===== config.mk =====
export PLATFORM = sky130hd
export DESIGN_NAME = tcma_queue
export DESIGN_NICKNAME = d
export VERILOG_FILES = /design/src/rtl/tcma_pkg.sv /design/src/rtl/tcma_queue.sv
export SDC_FILE = /design/constraint.sdc
export NUM_CORES = 1
export LEC_CHECK = 0
export BUFFER_PORTS_ARGS = -buffer_cell sky130_fd_sc_hd__buf_4
export CAP_MARGIN = 25
export CORE_ASPECT_RATIO = 0.75
export CORE_MARGIN = 2
export CORE_UTILIZATION = 30
export DETAILED_ROUTE_END_ITERATION = 10
export PLACE_DENSITY = 0.56
export SLEW_MARGIN = 20
export SYNTH_ARGS = -nofsm -noshare
export SYNTH_HDL_FRONTEND = slang
export SYNTH_SLANG_ARGS = --single-unit

===== constraint.sdc =====
create_clock -name clock -period 4.9 [get_ports clock]
set_input_delay 1.47 -clock clock [delete_from_list [all_inputs] [get_ports clock]]
set_output_delay 1.47 -clock clock [all_outputs]
set_load 0.02 [all_outputs]

===== src/rtl/tcma_pkg.sv =====
package tcma_pkg;

   localparam int MAX_ITEMS     = 256;
   localparam int CORDIC_STAGES = 16;
   localparam int CNT_W         = $clog2(MAX_ITEMS + 1);
   localparam int STG_W         = 5;

   localparam logic signed [33:0] PI_Q28      = 34'sd843314857;
   localparam logic signed [33:0] TWO_PI_Q28  = 34'sd1686629713;
   localparam logic signed [33:0] HALF_PI_Q28 = 34'sd421657428;
   localparam logic signed [33:0] GAIN_Q30    = 34'sd652032874;
   localparam logic signed [17:0] TWO_PI_Q12  = 18'sd25736;
   localparam logic signed [41:0] SUM_MAX     = 42'sd549755813887;
   localparam logic signed [41:0] SUM_MIN     = -42'sd549755813888;
   localparam logic signed [43:0] NORM_LIMIT  = 44'sd274877906944;

   typedef struct packed {
      logic signed [15:0] angle;
      logic signed [15:0] sine;
      logic signed [15:0] cosine;
      logic [15:0]        weight;
      logic               last;
      logic               wmode;
   } item_type;

   typedef enum logic [1:0] {
      F_IDLE,
      F_ROT,
      F_PUSH
   } front_state_type;

   typedef enum logic [3:0] {
      B_IDLE,
      B_MUL,
      B_ACC,
      B_TRIM_MAX,
      B_TRIM_MIN,
      B_CHECK,
      B_NORM,
      B_ROT,
      B_ROUND,
      B_OUT
   } back_state_type;

   function automatic logic signed [33:0] atan_q28(input logic [STG_W-1:0] idx);
      logic signed [33:0] r;
      case (idx)
         5'd0:  r = 34'sd210828714;
         5'd1:  r = 34'sd124459457;
         5'd2:  r = 34'sd65760959;
         5'd3:  r = 34'sd33381290;
         5'd4:  r = 34'sd16755422;
         5'd5:  r = 34'sd8385879;
         5'd6:  r = 34'sd4193963;
         5'd7:  r = 34'sd2097109;
         5'd8:  r = 34'sd1048571;
         5'd9:  r = 34'sd524287;
         5'd10: r = 34'sd262144;
         5'd11: r = 34'sd131072;
         5'd12: r = 34'sd65536;
         5'd13: r = 34'sd32768;
         5'd14: r = 34'sd16384;
         5'd15: r = 34'sd8192;
         5'd16: r = 34'sd4096;
         5'd17: r = 34'sd2048;
         5'd18: r = 34'sd1024;
         5'd19: r = 34'sd512;
         5'd20: r = 34'sd256;
         5'd21: r = 34'sd128;
         5'd22: r = 34'sd64;
         5'd23: r = 34'sd32;
         default: r = 34'sd0;
      endcase
      return r;
   endfunction

   function automatic logic signed [39:0] sat40(input logic signed [41:0] v);
      logic signed [39:0] r;
      if (v > SUM_MAX) begin
         r = SUM_MAX[39:0];
      end else if (v < SUM_MIN) begin
         r = SUM_MIN[39:0];
      end else begin
         r = v[39:0];
      end
      return r;
   endfunction

   function automatic logic signed [15:0] to_q15(input logic signed [33:0] v);
      logic signed [34:0] r;
      logic signed [15:0] o;
      r = (35'(v) + 35'sd16384) >>> 15;
      if (r > 35'sd32767) begin
         o = 16'sh7fff;
      end else if (r < -35'sd32768) begin
         o = 16'sh8000;
      end else begin
         o = r[15:0];
      end
      return o;
   endfunction

endpackage


===== src/rtl/tcma_queue.sv =====
module tcma_queue (
   input  logic                clock,
   input  logic                reset,
   input  logic                push_valid,
   output logic                push_ready,
   input  tcma_pkg::item_type  push_item,
   output logic                pop_valid,
   input  logic                pop_ready,
   output tcma_pkg::item_type  pop_item
);

   tcma_pkg::item_type mem [2];
   logic       wr_ptr_ff, wr_ptr_in, rd_ptr_ff, rd_ptr_in;
   logic [1:0] fill_ff, fill_in;
   logic       do_push, do_pop;

   assign push_ready = (fill_ff != 2'd2);
   assign pop_valid  = (fill_ff != 2'd0);
   assign do_push    = push_valid && push_ready;
   assign do_pop     = pop_valid && pop_ready;
   assign pop_item   = mem[rd_ptr_ff];

   always_comb begin
      wr_ptr_in = wr_ptr_ff ^ do_push;
      rd_ptr_in = rd_ptr_ff ^ do_pop;
      fill_in   = fill_ff + {1'b0, do_push} - {1'b0, do_pop};
   end

   always_ff @(posedge clock) begin
      if (reset) begin
         wr_ptr_ff <= 1'b0;
         rd_ptr_ff <= 1'b0;
         fill_ff   <= 2'd0;
      end else begin
         wr_ptr_ff <= wr_ptr_in;
         rd_ptr_ff <= rd_ptr_in;
         fill_ff   <= fill_in;
      end
      if (do_push) begin
         mem[wr_ptr_ff] <= push_item;
      end
   end

endmodule


==> flow_metrics.tcl <==
set metrics [dict create \
    ir_drop_uv 284 \
    outcome "finished, final reports clean" \
    rsz0062_at_grt "false" \
    synthTopCellsByCount "edfxtp_1, mux2_2, nor2_1" \
    cts_tree "done" \
    core.rowCount 40 \
    post_cts.repair.setup_buffers 0 \
    syn2layout_area_growth_pct 35.6 \
    worstPathArrival_ns 2.00 \
    drtPass1Iterations 4 \
    cts_buffers 17 \
    worstMarginPinSlew_ns 0.952 \
    hold_path.class "reg -> reg" \
    cp_top_family "flip-flops" \
    avgSynthCellArea_sq_um 21.5 \
    ys_types 22 \
    portBuffers 137 \
    clk-insertion-delay-late_ns 0.41 \
    initial_core_util_pct 30.9 \
    cts_resized 0 \
    hold_viol 0 \
    crit_buf_inv 1 \
    yosysMostFrequentCell "edfxtp_1" \
    synth_top_area_cell "edfxtp_1" \
    slowest_delay_ns 0.97 \
    root_buffer "clkbuf_16" \
    worstPathRequired_ns 3.43 \
    fp.dieW_um 153 \
    synth_seq_cells 136 \
    syn_area_sq_um 5000 \
    io_pins 138 \
    synth_edf_count 132 \
    htreeDepth 4 \
    core_area_sq_um 16200 \
    finalSetupViolCount 0 \
    dieArea_sq_um 17700 \
    clock_skew_ns 0.00834 \
    r2r_slack_ns 2.91 \
    grt_max_degree 68 \
    n_antenna_cell 0 \
    synthFlopType "edfxtp_1" \
    num_vias 2638 \
    overflow 0 \
    first_global_vias 2843 \
    path_class "reg -> out" \
    route.detailed.drc 0 \
    grtUsageTotal_pct 11.2 \
    clk_path_buf_depth 2 \
    holdBufCountCts 0 \
    slowest_stage "dfxtp_4" \
    path_clk_slew_ns 0.05 \
    ys_seq_area_share_pct 80.9 \
    drt_iter0_markers 142 \
    synthesis.nets 304 \
    synthTopCellsByArea "edfxtp_1, mux2_2, dfxtp_1, buf_6, ha_1" \
    grt_pass1_wl_um 14800 \
    async_flop_share_pct 0 \
    dp_hpwl_um 5920 \
    timing.slew.headroom_pct 36.6 \
    synth_cells 232 \
    fin_nets 454 \
    clock_sinks 136 \
    power_density_nw_per_um2 510 \
    crit_path_max_fanout 67 \
    antenna_found_initial 0 \
    startpoint_type "register" \
    dp_slack_ns 1.81 \
    gp_congestion 0.725 \
    setup-tns-final_ns 0 \
    period_minus_slack_ns 3.47 \
    finalCritPeriodShare_pct 70.8 \
    p_leak_nw 2.50 \
    vias_per_cell 4.37 \
    die_h_um 116 \
    clock.fmax_mhz 288 \
    critPathCaptureType "primary output" \
    drv_slew 0 \
    ant_nets 0 \
    drt-total-wl_um 9550 \
    synth_top_cell_area_share_pct 79.3 \
    drive_gt1_share_pct 59.1 \
    routedWlPerCell_um 15.8 \
    maxCapViolCount 0 \
    ys_warn_count 0 \
    fin_ws_ns 1.43 \
    path_cells "mux2_2, buf_4" \
    hold_ws_ns 0.608 \
]
[kinds of logic (layout without fill, tap and decap cells)]
| group | Yosys count | in the layout | synth area share, % |
|---|---|---|---|
| mux | 67 | 67 | 15.1 |
| buf+inv | 8 | 170 | 1.20 |
| simple gates | 13 | 13 | 1.40 |
| compound gates | 5 | 5 | 0.726 |
| flops | 136 | 136 | 80.9 |
| fa+ha+maj | 2 | 2 | 0.501 |
| xor+xnor | 1 | 1 | 0.175 |
[cell usage in the layout (no fill, tap or decap), drive strengths merged]
cell      count
o21ai         2
clkinvlp      2
buf         138
or2           1
inv           1
a21bo         1
edfxtp      132
nand3         1
bufinv        1
mux2         67
nand2b        1
xor2          1
dfxtp         4
and2          1
a211oi        1
nor2          5
clkbuf       20
ha            2
nor2b         2
a32oi         1
and3          1
clkinv        8
and2b         1
[report_power, final]
part	switching, mW	total (mW)	internal [mW]
clock	0.438	1.12	0.684
sequential	0.0983	1.54	1.44
combinational	0.402	0.795	0.393
[cell type report]
type / count / area, sq um
inverter: 1 / 3.75
multi-input combinational: 88 / 908
sequential: 136 / 4050
tap: 210 / 263
clock inverter: 11 / 83.8
timing repair buffer: 138 / 1040
clock buffer: 20 / 437
fill: 1461 / 9390
[registers in the layout, summed over array words and instances (netlist names)]
signal     cells
mem          132
fill_ff        2
rd_ptr_ff      1
wr_ptr_ff      1
[worst reg2reg max path, delay by kind of cell, from the launching register on]
| family | cells | cell delay (ns) |
|---|---|---|
| adder cells (fa/ha/maj) | 1 | 0.77 |
| AND/OR/NAND/NOR | 2 | 0.36 |
| flip-flops | 1 | 0.44 |
[metrics by stage]
step	total power [mW]	cell area (sq um)	std cells	utilization [%]
6_report	3.46	6780	604	41.9
5_1_grt	3.63	6780	604	41.9
4_1_cts	3.52	6780	604	41.9
3_5_place_dp	2.38	6260	573	38.7
3_3_place_gp	2.37	6260	573	38.7
2_1_floorplan	2.03	5000	232	-
[per-layer routing]
metal / share of wire (%) / track usage, %
met5: 0 / 0
met4: 1.3 / 4.63
met3: 11 / 6.81
met2: 46 / 17.5
met1: 41 / 12.6
[final timing paths]
kind	startpoint	to	depth (start not counted)
worst max-delay path	rd_ptr_ff$_SDFF_PP0_	pop_item[36]	2
worst min-delay path	wr_ptr_ff$_SDFF_PP0_	wr_ptr_ff$_SDFF_PP0_	3
worst max register to register	fill_ff[0]$_SDFF_PP0_	mem[0][5]$_DFFE_PP_	3
worst min register to register	wr_ptr_ff$_SDFF_PP0_	wr_ptr_ff$_SDFF_PP0_	3
(Power assumes the default switching activity.)
