--- src/rtl/tcma_pkg.sv ---
package tcma_pkg;

   localparam int MAX_ITEMS     = 256;
   localparam int CORDIC_STAGES = 16;
   localparam int CNT_W         = $clog2(MAX_ITEMS + 1);
   localparam int STG_W         = 5;

   localparam logic signed [33:0] PI_Q28      = 34'sd843314857;
   localparam logic signed [33:0] TWO_PI_Q28  = 34'sd1686629713;
   localparam logic signed [33:0] HALF_PI_Q28 = 34'sd421657428;
   localparam logic signed [33:0] GAIN_Q30    = 34'sd652032874;
   localparam logic signed [17:0] TWO_PI_Q12  = 18'sd25736;
   localparam logic signed [41:0] SUM_MAX     = 42'sd549755813887;
   localparam logic signed [41:0] SUM_MIN     = -42'sd549755813888;
   localparam logic signed [43:0] NORM_LIMIT  = 44'sd274877906944;

   typedef struct packed {
      logic signed [15:0] angle;
      logic signed [15:0] sine;
      logic signed [15:0] cosine;
      logic [15:0]        weight;
      logic               last;
      logic               wmode;
   } item_type;

   typedef enum logic [1:0] {
      F_IDLE,
      F_ROT,
      F_PUSH
   } front_state_type;

   typedef enum logic [3:0] {
      B_IDLE,
      B_MUL,
      B_ACC,
      B_TRIM_MAX,
      B_TRIM_MIN,
      B_CHECK,
      B_NORM,
      B_ROT,
      B_ROUND,
      B_OUT
   } back_state_type;

   function automatic logic signed [33:0] atan_q28(input logic [STG_W-1:0] idx);
      logic signed [33:0] r;
      case (idx)
         5'd0:  r = 34'sd210828714;
         5'd1:  r = 34'sd124459457;
         5'd2:  r = 34'sd65760959;
         5'd3:  r = 34'sd33381290;
         5'd4:  r = 34'sd16755422;
         5'd5:  r = 34'sd8385879;
         5'd6:  r = 34'sd4193963;
         5'd7:  r = 34'sd2097109;
         5'd8:  r = 34'sd1048571;
         5'd9:  r = 34'sd524287;
         5'd10: r = 34'sd262144;
         5'd11: r = 34'sd131072;
         5'd12: r = 34'sd65536;
         5'd13: r = 34'sd32768;
         5'd14: r = 34'sd16384;
         5'd15: r = 34'sd8192;
         5'd16: r = 34'sd4096;
         5'd17: r = 34'sd2048;
         5'd18: r = 34'sd1024;
         5'd19: r = 34'sd512;
         5'd20: r = 34'sd256;
         5'd21: r = 34'sd128;
         5'd22: r = 34'sd64;
         5'd23: r = 34'sd32;
         default: r = 34'sd0;
      endcase
      return r;
   endfunction

   function automatic logic signed [39:0] sat40(input logic signed [41:0] v);
      logic signed [39:0] r;
      if (v > SUM_MAX) begin
         r = SUM_MAX[39:0];
      end else if (v < SUM_MIN) begin
         r = SUM_MIN[39:0];
      end else begin
         r = v[39:0];
      end
      return r;
   endfunction

   function automatic logic signed [15:0] to_q15(input logic signed [33:0] v);
      logic signed [34:0] r;
      logic signed [15:0] o;
      r = (35'(v) + 35'sd16384) >>> 15;
      if (r > 35'sd32767) begin
         o = 16'sh7fff;
      end else if (r < -35'sd32768) begin
         o = 16'sh8000;
      end else begin
         o = r[15:0];
      end
      return o;
   endfunction

endpackage

--- src/rtl/tcma_front.sv ---
module tcma_front (
   input  logic                clock,
   input  logic                reset,
   input  logic                in_valid,
   output logic                in_ready,
   input  logic signed [15:0]  in_angle,
   input  logic [15:0]         in_weight,
   input  logic                in_last,
   input  logic                wmode,
   output logic                out_valid,
   input  logic                out_ready,
   output tcma_pkg::item_type  out_item
);

   tcma_pkg::front_state_type state_ff, state_in;
   logic signed [33:0] x_ff, x_in, y_ff, y_in, z_ff, z_in;
   logic               flip_ff, flip_in;
   logic [tcma_pkg::STG_W-1:0] stage_ff, stage_in;
   logic signed [15:0] angle_ff, angle_in;
   logic [15:0]        weight_ff, weight_in;
   logic               last_ff, last_in, wmode_ff, wmode_in;

   logic signed [33:0] z_raw, z_red, dx, dy, xs, ys;

   always_ff @(posedge clock) begin
      if (reset) begin
         state_ff <= tcma_pkg::F_IDLE;
      end else begin
         state_ff <= state_in;
      end
      x_ff      <= x_in;
      y_ff      <= y_in;
      z_ff      <= z_in;
      flip_ff   <= flip_in;
      stage_ff  <= stage_in;
      angle_ff  <= angle_in;
      weight_ff <= weight_in;
      last_ff   <= last_in;
      wmode_ff  <= wmode_in;
   end

   always_comb begin
      state_in  = state_ff;
      x_in      = x_ff;
      y_in      = y_ff;
      z_in      = z_ff;
      flip_in   = flip_ff;
      stage_in  = stage_ff;
      angle_in  = angle_ff;
      weight_in = weight_ff;
      last_in   = last_ff;
      wmode_in  = wmode_ff;
      in_ready  = 1'b0;
      out_valid = 1'b0;

      z_raw = {{2{in_angle[15]}}, in_angle, 16'd0};
      if (z_raw > tcma_pkg::PI_Q28) begin
         z_red = z_raw - tcma_pkg::TWO_PI_Q28;
      end else if (z_raw < -tcma_pkg::PI_Q28) begin
         z_red = z_raw + tcma_pkg::TWO_PI_Q28;
      end else begin
         z_red = z_raw;
      end

      dx = x_ff >>> stage_ff;
      dy = y_ff >>> stage_ff;
      xs = flip_ff ? -x_ff : x_ff;
      ys = flip_ff ? -y_ff : y_ff;

      out_item.angle  = angle_ff;
      out_item.sine   = tcma_pkg::to_q15(ys);
      out_item.cosine = tcma_pkg::to_q15(xs);
      out_item.weight = weight_ff;
      out_item.last   = last_ff;
      out_item.wmode  = wmode_ff;

      case (state_ff)
         tcma_pkg::F_IDLE: begin
            in_ready = 1'b1;
            if (in_valid) begin
               angle_in  = in_angle;
               weight_in = in_weight;
               last_in   = in_last;
               wmode_in  = wmode;
               x_in      = tcma_pkg::GAIN_Q30;
               y_in      = '0;
               stage_in  = '0;
               if (z_red > tcma_pkg::HALF_PI_Q28) begin
                  z_in    = z_red - tcma_pkg::PI_Q28;
                  flip_in = 1'b1;
               end else if (z_red < -tcma_pkg::HALF_PI_Q28) begin
                  z_in    = z_red + tcma_pkg::PI_Q28;
                  flip_in = 1'b1;
               end else begin
                  z_in    = z_red;
                  flip_in = 1'b0;
               end
               state_in = tcma_pkg::F_ROT;
            end
         end
         tcma_pkg::F_ROT: begin
            if (!z_ff[33]) begin
               x_in = x_ff - dy;
               y_in = y_ff + dx;
               z_in = z_ff - tcma_pkg::atan_q28(stage_ff);
            end else begin
               x_in = x_ff + dy;
               y_in = y_ff - dx;
               z_in = z_ff + tcma_pkg::atan_q28(stage_ff);
            end
            stage_in = stage_ff + 1'b1;
            if (stage_ff == tcma_pkg::STG_W'(tcma_pkg::CORDIC_STAGES - 1)) begin
               state_in = tcma_pkg::F_PUSH;
            end
         end
         tcma_pkg::F_PUSH: begin
            out_valid = 1'b1;
            if (out_ready) begin
               state_in = tcma_pkg::F_IDLE;
            end
         end
         default: begin
            state_in = tcma_pkg::F_IDLE;
         end
      endcase
   end

endmodule

--- config.mk ---
export PLATFORM = sky130hd
export DESIGN_NAME = tcma_front
export DESIGN_NICKNAME = d
export VERILOG_FILES = /design/src/rtl/tcma_pkg.sv /design/src/rtl/tcma_front.sv
export SDC_FILE = /design/constraint.sdc
export NUM_CORES = 1
export LEC_CHECK = 0
export ABC_CLOCK_PERIOD_IN_PS = 9840
export BUFFER_PORTS_ARGS = -buffer_cell sky130_fd_sc_hd__clkbuf_2
export CORE_ASPECT_RATIO = 0.7
export CORE_MARGIN = 1.5
export CORE_UTILIZATION = 61
export CTS_BUF_LIST = sky130_fd_sc_hd__clkbuf_8
export DETAILED_ROUTE_END_ITERATION = 16
export PLACE_DENSITY = 0.79
export SLEW_MARGIN = 40
export SYNTH_ARGS = -nofsm -noshare
export SYNTH_HDL_FRONTEND = slang
export SYNTH_SLANG_ARGS = --single-unit
export TNS_END_PERCENT = 5
--- constraint.sdc ---
create_clock -name clock -period 9.84 [get_ports clock]
set_input_delay 1.476 -clock clock [delete_from_list [all_inputs] [get_ports clock]]
set_output_delay 1.476 -clock clock [all_outputs]
set_load 0.01 [all_outputs]
==> key figures <==
Outcome
  • Outcome: complete, no violations

Setup path
  • Startpoint types: flip-flop
  • Reg2reg end: y_ff[32]
  • FF-to-FF path depth: 22
  • Crit. End Element: flip-flop
  • CP max FO: 28
  • CP Class: reg -> reg
  • R2R Setup Slk: 2.40 ns
  • CP required: 10.12 ns
  • Reg2reg start: stage_ff[3]
  • Critical Path AT: a little under 8 ns
  • CP startpoint: stage_ff[3]

Global route
  • Gr usage total: 0.363
  • Wire length of the first global-routing pass: 106000 µm
  • Number of global-route vias before repair: 19047
  • Total gr overflow: 0
  • Largest net degree at the start of global routing: 74
  • Initial antenna violation count: 2

Final layout
  • Diode count: 0
  • P&R area growth vs syn: 4.64%
  • NumNets Final: roughly 2700
  • Post-layout util: 0.651
  • Fillers: 2935
  • Layout cell share with drive strength beyond 1: 0.139

Placement
  • Placer Congestion: between 1 and 1.5
  • HPWL after DPL: 50000 µm
  • PortBufs: ~110

Synthesis
  • Syn avg cell area: 8.50 µm²
  • Synth Flop Type: edfxtp_1
  • Synthesized area: 21600 µm²
  • Post-synth EDFFs: 142
  • Post-synth cell types: slightly below 100
  • Ys async rst share: 0
  • Top cells by area, synth: edfxtp_1 20%, mux4_2 9.9%, ha_1 6.8%
  • #FFs+latches synth: 172
  • Syn Nets: roughly 2700
  • Sequential-to-total area share from yosys stat: 0.225
  • Yosys warnings: 0
  • Cell type with the largest total area after synthesis: edfxtp_1
  • Yosys top cell area share: 0.197
  • Cells after synthesis: about 2500

Clocking
  • Clk_lat worst skew: 0.52 ns
  • Root buffer selected by CTS: clkbuf_8
  • Clk sinks: 172
  • PostCTS Resize Cnt: 0
  • Bufs on Longest Clock Path: 2
  • CTS clk-pin slew, worst paths: ~0.13 ns
  • Hold-fix buffers, CTS: 0
  • H-Tree Depth: 4
  • CTS tree: built
  • Post-CTS setup buffers: 0
  • Num CTS Buffers: 17

Timing
  • Hold slack: ~0.7 ns
  • Final Slew Violations: 0
  • Final period utilization: 0.756
  • Setup tns final: 0 ns
  • RSZ-0062 raised after global routing: no
  • Post-route minimum period: between 7 and 8 ns
  • Final hold viol count: 0
  • Setup Viol. Count Final: 0
  • Max Freq: 0.134 GHz
  • Skew final: 0.0247 ns
  • Worst Tran Pin Value: 0.839 ns
  • Slew headroom: 0.435

Min path
  • Hold Crit Depth: 3
  • Hold EP: z_ff[0]
  • Hold Crit Start: z_ff[0]
  • Worst min path class: reg -> reg

Die
  • Die X: 228 µm
  • Site Rows: 57
  • IO Pins: 106
  • Chip height: approximately 160 µm
  • Core Region: 34800 µm²
  • DIE AREA: 36600 µm²
  • Initial core utilization: 0.622

Route
  • Final WL: 67200 µm
  • Vias per cell: 6.91
  • Number of remaining DRC errors: 0
  • Routed Antenna Nets: 0
  • Via count: 20793
  • Drt pass-1 iters: 6
  • Initial DRC count: 2715
  • WL/cell: between 20 and 25 µm

Pwr
  • Pwr Density: 379 nW/µm²
  • LEAKAGE: around 9 nW
  • Maximum vdd ir drop: around 0.28 mV

Job
  • Max Cap Viol: 0
## cell type report
cell class / instances / area (µm²) / share of cell area
clock inverter: 15 / 193 / 0.00851
inverter: 76 / 288 / 0.0127
clock buffer: 17 / 234 / 0.0103
tap: 472 / 591 / 0.0261
sequential: 172 / 4860 / 0.215
multi-input combinational: 2121 / 15700 / 0.694
timing repair buffer: 134 / 754 / 0.0333
## cell usage after synthesis (all sizes together) (10+ instances only)
master  number
nor2       277
a21oi      215
nand2      202
edfxtp     142
xnor2      141
o21ai      137
ha         118
xor2       111
clkbuf      97
mux4        96
buf         81
inv         75
a21o        66
mux2i       64
nor3        61
nand2b      41
nand3       39
a31oi       38
mux2        38
and2        37
dfxtp       30
nor2b       30
o22ai       26
nor4        24
o21a        24
and3        23
or3         23
o31ai       21
a211oi      20
or2         19
nand4       18
o211ai      17
a22oi       13
o21bai      13
a211o       10
a21boi      10
a31o        10
## metrics by stage
step	power, W	setup slack [ns]	area (µm²)	instances
detailed placement	0.00780	2.69	22200	2975
finish	0.00859	2.40	22600	3007
floorplan	0.00631	3.55	21600	2547
CTS	0.00839	2.62	22600	3007
global placement	0.00761	2.86	22200	2975
global route	0.00921	2.00	22600	3007
## layer usage
| metal | wire [µm] | track usage |
|---|---|---|
| met5 | 11 | 0 |
| met4 | 1360 | 0.0882 |
| met3 | 9750 | 0.123 |
| met2 | 26800 | 0.504 |
| met1 | 29300 | 0.538 |
## placed cells by master (no fill, tap or decap), drive strengths merged, types with 10 or more instances in the layout
cell type / count
o22ai: 26
o21bai: 13
mux4: 96
nor2: 277
mux2i: 64
inv: 81
nor3: 61
a31oi: 38
or2: 19
a21o: 66
buf: 29
a22oi: 13
a21oi: 215
xnor2: 141
a211oi: 20
xor2: 111
nor2b: 30
ha: 118
o21a: 24
clkbuf: 122
edfxtp: 142
nand2b: 41
dfxtp: 30
and3: 23
nand2: 202
and2: 37
o21ai: 137
nor4: 24
nand3: 39
or3: 23
a31o: 10
o211ai: 17
o31ai: 21
mux2: 38
a21boi: 10
nand4: 18
a211o: 10
## worst max-delay path, stage by stage, from the launching register on
cell and delay, ns:
edfxtp_1 0.66, inv_1 0.56, buf_4 0.49, mux4_2 0.56
mux2i_1 0.60, and3_1 0.29, and2_1 0.17, and2_1 0.22
a21oi_1 0.11, xnor2_1 0.17, ha_1 0.34, a21o_1 0.20
a21o_1 0.17, a21o_1 0.18, a21o_1 0.19, a221o_1 0.31
a41oi_1 0.36, o21ai_0 0.21, a2111oi_0 0.68, o31ai_1 0.25
o22ai_1 0.21, xor2_1 0.17, nor2_1 0.06
## how the worst max path moves through the flow
stage / slack [ns] / end / cells after the start
after detailed placement: 2.69 / y_ff[32] / 22
after floorplan: 3.55 / y_ff[32] / 29
final: 2.40 / y_ff[32] / 22
after global routing: 2.00 / y_ff[32] / 26
after CTS: 2.62 / y_ff[32] / 22
after global placement: 2.86 / y_ff[32] / 22
## power by group
part	leakage, nW	switching [W]	internal [W]	total, W
registers	1.64	0.000543	0.00112	0.00166
logic	7.13	0.00363	0.00276	0.00639
clock network	0.207	0.000349	0.000197	0.000546
## logic make-up (layout without fill, tap and decap cells)
logic type,count (synthesis),after routing,synth area share
fa+ha+maj,121,121,0.0710
buf+inv,254,242,0.0514
flops,172,172,0.225
compound gates,717,717,0.214
mux,198,198,0.150
xor+xnor,253,253,0.103
simple gates,832,832,0.185
Power figures use the tool's default switching activity.
